==> src/hw/rtl/tcw_pkg.sv <==
// shared types and constants of the text console writer
`timescale 1ns / 1ps

package tcw_pkg;

    localparam int OP_W    = 2;
    localparam int CHAR_W  = 8;
    localparam int INDEX_W = 11;
    localparam int COL_W   = 7;
    localparam int ROW_W   = 5;
    localparam int POS_W   = 11;
    localparam int CELL_W  = 16;
    localparam int ATTR_W  = 8;

    localparam logic [OP_W-1:0] OP_PUT   = 2'd0;
    localparam logic [OP_W-1:0] OP_CLEAR = 2'd1;
    localparam logic [OP_W-1:0] OP_READ  = 2'd2;

    localparam logic [CHAR_W-1:0] CH_BS    = 8'h08;
    localparam logic [CHAR_W-1:0] CH_TAB   = 8'h09;
    localparam logic [CHAR_W-1:0] CH_LF    = 8'h0A;
    localparam logic [CHAR_W-1:0] CH_CR    = 8'h0D;
    localparam logic [CHAR_W-1:0] CH_BLANK = 8'h20;

    localparam logic [ATTR_W-1:0] RESET_ATTR = 8'h0F;

    typedef struct packed {
        logic wr_en;
        logic row_inc;
    } put_ctl_t;

endpackage

==> src/hw/rtl/tcw_put_step.sv <==
// character decode and cursor column step for one put
`timescale 1ns / 1ps

module tcw_put_step #(
    parameter int COLUMNS = 80
) (
    input  logic [tcw_pkg::CHAR_W-1:0]   char_code,
    input  logic [$clog2(COLUMNS)-1:0]   col,
    output tcw_pkg::put_ctl_t            ctl,
    output logic [$clog2(COLUMNS)-1:0]   col_next,
    output logic [$clog2(COLUMNS)-1:0]   wr_col,
    output logic [tcw_pkg::CHAR_W-1:0]   wr_char
);

    localparam int CW = $clog2(COLUMNS);

    logic [CW:0] col_ext;
    logic [CW:0] sum;

    assign col_ext = {1'b0, col};

    always_comb
    begin
        sum         = col_ext;
        ctl.wr_en   = 1'b0;
        ctl.row_inc = 1'b0;
        wr_col      = col;
        wr_char     = char_code;
        case (char_code)
            tcw_pkg::CH_LF:
            begin
                sum         = '0;
                ctl.row_inc = 1'b1;
            end
            tcw_pkg::CH_CR:
            begin
                sum = '0;
            end
            tcw_pkg::CH_TAB:
            begin
                sum = (col_ext + (CW+1)'(4)) & ~((CW+1)'(3));
            end
            tcw_pkg::CH_BS:
            begin
                if (col != '0)
                begin
                    sum       = col_ext - (CW+1)'(1);
                    ctl.wr_en = 1'b1;
                    wr_col    = col - CW'(1);
                    wr_char   = tcw_pkg::CH_BLANK;
                end
            end
            default:
            begin
                ctl.wr_en = 1'b1;
                sum       = col_ext + (CW+1)'(1);
            end
        endcase
        // column overflow wraps to the next row
        if (sum >= (CW+1)'(COLUMNS))
        begin
            col_next    = '0;
            ctl.row_inc = 1'b1;
        end
        else
        begin
            col_next = sum[CW-1:0];
        end
    end

endmodule

==> config.mk <==
export PLATFORM = sky130hd
export DESIGN_NAME = tcw_put_step
export DESIGN_NICKNAME = d
export VERILOG_FILES = /design/src/hw/rtl/tcw_pkg.sv /design/src/hw/rtl/tcw_put_step.sv
export SDC_FILE = /design/constraint.sdc
export NUM_CORES = 1
export LEC_CHECK = 0
export BUFFER_PORTS_ARGS = -buffer_cell sky130_fd_sc_hd__buf_2
export CAP_MARGIN = 40
export CORE_MARGIN = 3
export CORE_UTILIZATION = 50
export DETAILED_ROUTE_END_ITERATION = 8
export PLACE_DENSITY = 0.85
export SYNTH_ARGS = -nofsm -noshare
export SYNTH_HDL_FRONTEND = slang
export SYNTH_SLANG_ARGS = --single-unit
==> constraint.sdc <==
create_clock -name vclk -period 4.4
set_input_delay 1.1 -clock vclk [all_inputs]
set_output_delay 1.1 -clock vclk [all_outputs]
set_load 0.02 [all_outputs]
# ---- After elaboration in Yosys (flattened, before gate mapping)
# Cells that the tools add are included.
dict set report op_classes {
  addsub 4
  n_mul 0
  n_div 0
  magnitude_cmp 1
  n_eq_ne 4
  shift 0
  n_mux 11
  bitwise 0
  n_reduce_logical 3
}
# cell count
set op_table {}
lappend op_table {{8-bit by 4-bit == test with 1-bit output (second input constant)} 4}
lappend op_table {{8-bit 2-to-1 mux} 3}
lappend op_table {{8-bit one-hot mux with 3 select lines} 1}
lappend op_table {{7-bit 2-to-1 mux} 3}
lappend op_table {{7-bit by 1-bit adder with 8-bit output (second input constant)} 1}
lappend op_table {{7-bit by 3-bit adder with 8-bit output (second input constant)} 1}
lappend op_table {{8-bit by 7-bit greater-or-equal comparator with 1-bit output (second input constant)} 1}
lappend op_table {{7-bit by 1-bit subtractor with 8-bit output (second input constant)} 1}
lappend op_table {{7-bit nonzero test} 1}
lappend op_table {{7-bit by 1-bit subtractor with 7-bit output (second input constant)} 1}
lappend op_table {{1-bit 2-to-1 mux} 3}
lappend op_table {{3-bit OR reduction} 1}
lappend op_table {{1-bit one-hot mux with 2 select lines} 1}
lappend op_table {{2-bit OR reduction} 1}
dict set report totals {
  regBits 0
  latchBits 0
  mem_bits_rw 0
  mem_bits_ro 0
  input_bits 15
  output_inout_bits 24
  word_cells 23
  mem_count 0
}

# ---- Depth between registers and ports, before layout
dict set report depth {
  ltp_word 5
  mapped_depth 8
  ltp_nobuf 8
}

# ---- Least setup slack after synthesis
# OpenSTA, ideal clock, no wires.
dict set report synth_path {
  kind {input -> output}
  start {input char_code[4] (netlist name)}
  end {output col_next[5]}
  arrival_time_ns 2.938
  required_ns 3.300
  setup_slack_ns 0.362
  cell_stages 5
  n_path_buf 0
  path_cell_list {or4b_4 or3_4 a22oi_2 o22ai_2 a211oi_1}
}
dict set report synth_between {
  elab_chain_len 5
  word_cells_on_any_way 8
  classes_between {1 x order compare; 4 x eq/ne; 2 x mux; 1 x reduce/logical}
}
# element line_no
set synth_rtl {}
lappend synth_rtl {{from (decl)} tcw_put_step.sv:7} ;# input logic [tcw_pkg::CHAR_W-1:0] char_code,
lappend synth_rtl {{8-bit by 4-bit == test with 1-bit output} tcw_put_step.sv:29} ;# case (char_code)
lappend synth_rtl {{2-bit OR reduction (no source line)} -}
lappend synth_rtl {{8-bit one-hot mux with 3 select lines (*)} tcw_put_step.sv:29}
lappend synth_rtl {{8-bit by 7-bit greater-or-equal comparator with 1-bit output} tcw_put_step.sv:60} ;# if (sum >= (CW+1)'(COLUMNS))
lappend synth_rtl {{7-bit 2-to-1 mux (*)} tcw_put_step.sv:60}
lappend synth_rtl {{to (decl)} tcw_put_step.sv:10} ;# output logic [$clog2(COLUMNS)-1:0] col_next,
# Every way passes the cells marked *; elsewhere a longest branch is shown, timed or not.

==> impl_metrics.ini <==
[run_status]
status = complete, no violations

[global_routing]
track_usage = 0.233
antenna_found_initial = 0
grt_pass1_wl_um = 3880
grt_pass1_vias = 849
grt_overflow = 0
grt_max_degree = 15

[floorplan]
core_area_mm2 = 0.00154
ioPinCount = 39
die_y_um = 46.8
die_area_mm2 = 0.00219
die_x_um = 46.8
rows = 14
initial_utilization = 0.540

[synthesis]
syn_nets = 139
post_synth.cell_area_avg_um2 = 7.05
synth.cell_area_um2 = 832
yosysSeqAreaShare = 0
yosysWarnings = 0
synthDistinctLibCells = 48
syn-instance-count = 118

[setup_path]
critPathBufInv = 3
critPathSlowestCell = or4_1
required_ns = 3.30
worstSetupStartpointType = input port
cp_max_fo = 8
cp_cell_sequence = buf_2 > inv_1 > ha_1 > nor2b_1 > or4_1 > xor2_1 > o22ai_2 > a2bb2oi_4 > a41o_1 > buf_2
cp_top_family = compound AO/OA/AOI/OAI gates
crit_type = input port to output port
cp_num_cells = 10
cp_slowest_stage_delay_ns = 0.43
cp.arrival_ns = 3.18
path_common_cell = buf_2
critPathCaptureType = output port

[cells_and_area]
seq_area_um2 = 0
final_cell_mix = buf_2, nand2_1, nor2_1
finish.utilization = 0.649
diodes = 0
clkbuf_count = 0
fin_nets = 172
drive_above_1_share = 0.396
seq_cells = 0
final_common_cell = buf_2
area_growth_pct = 20.3
multi_input_area_um2 = 741
layout.cells.non_filler = 165
fillCellCount = 131

[min_path]
hold_depth = 2
hold_class = input port to output port

[sta]
min_period_over_period = 0.973
slew_violations = 0
max_freq_mhz = 234
setup_violations = 0
setup_tns_ns = 0
fin_crit_ns = 4.28
relSlewSlack = 0.722
worstMarginPinSlew_ns = 0.416
rsz0062_at_grt = no
finalHoldViolCount = 0
whs_ns = 2.46

[clock_network]
postCtsSetupRepairBufs = 0
hold_buffers = 0
post_cts_resized = 0

[placement]
portBuffers = 39
gp_congestion = 0.944
dp_hpwl_um = 2020
dp_cells = 165

[route]
drt_iter0_drc = 41
routedWlPerCell_um = 15.4
drc = 0
vias = 1066
drt_pass1_iterations = 4
vias_per_cell = 6.46
drt_wl_total_um = 2540
drtAntennaViolNets = 0

[pwr]
pwr_density_cell_mw_per_mm2 = 95.2
max-vdd-ir-drop_uv = 61.2
leakagePower_nw = 0.453

[flow_run]
cap_violations = 0
## cells in the mapped netlist, drive strengths merged, types with 2 or more instances
library cell,n,area share
xnor2,5,0.053
nor3,6,0.042
clkbuf,10,0.071
nor2,9,0.041
and3,3,0.023
ha,6,0.090
o22ai,2,0.023
a211oi,7,0.075
o21ai,5,0.030
a21oi,6,0.036
or3,4,0.042
a31o,2,0.021
inv,6,0.027
or4,2,0.018
a21o,3,0.027
nand3,4,0.024
a22oi,2,0.024
nand2,12,0.054
a31oi,3,0.030
## power by group
part           internal (mW)  switching, mW
Combinational         0.0358         0.0595
Sequential                 0              0
Clock                      0              0
Total                 0.0358         0.0595
## cell type report
class / count / area share
Inverter: 6 / 0.0225
Multi-Input combinational cell: 101 / 0.740
Tap cell: 16 / 0.0200
Timing Repair Buffer: 42 / 0.218
## through the flow
step                      cell area (µm²)  worst slack (ns)  power (mW)
after global routing                 1000           0.00770       0.103
after floorplan                       832             0.362      0.0646
after detailed placement             1000             0.129      0.0941
after CTS                            1000             0.134      0.0945
final                                1000             0.121      0.0953
after global placement               1000             0.195      0.0921
## per-layer routing
metal | wire length [µm] | global-route usage | vias to the layer above | share of wire
met5 | 0 | 0 | - | 0
met2 | 1200 | 0.401 | 60 | 0.47
met1 | 1100 | 0.327 | 494 | 0.43
met3 | 209 | 0.0115 | 4 | 0.082
li1 | - | - | 508 | -
met4 | 29 | 0.0331 | 0 | 0.011
## kinds of logic after synthesis
family,Yosys count,synth area share
mux,1,0.0135
compound gates,37,0.361
xor+xnor,6,0.0632
buf+inv,17,0.110
simple gates,51,0.362
fa+ha+maj,6,0.0902
## path summary, 6_finish.rpt
check    startpoint  slack, ns         end
max          col[0]       0.12      ctl[0]
min    char_code[4]       2.46  wr_char[4]
Note: power is estimated with default switching activity, not from simulation.
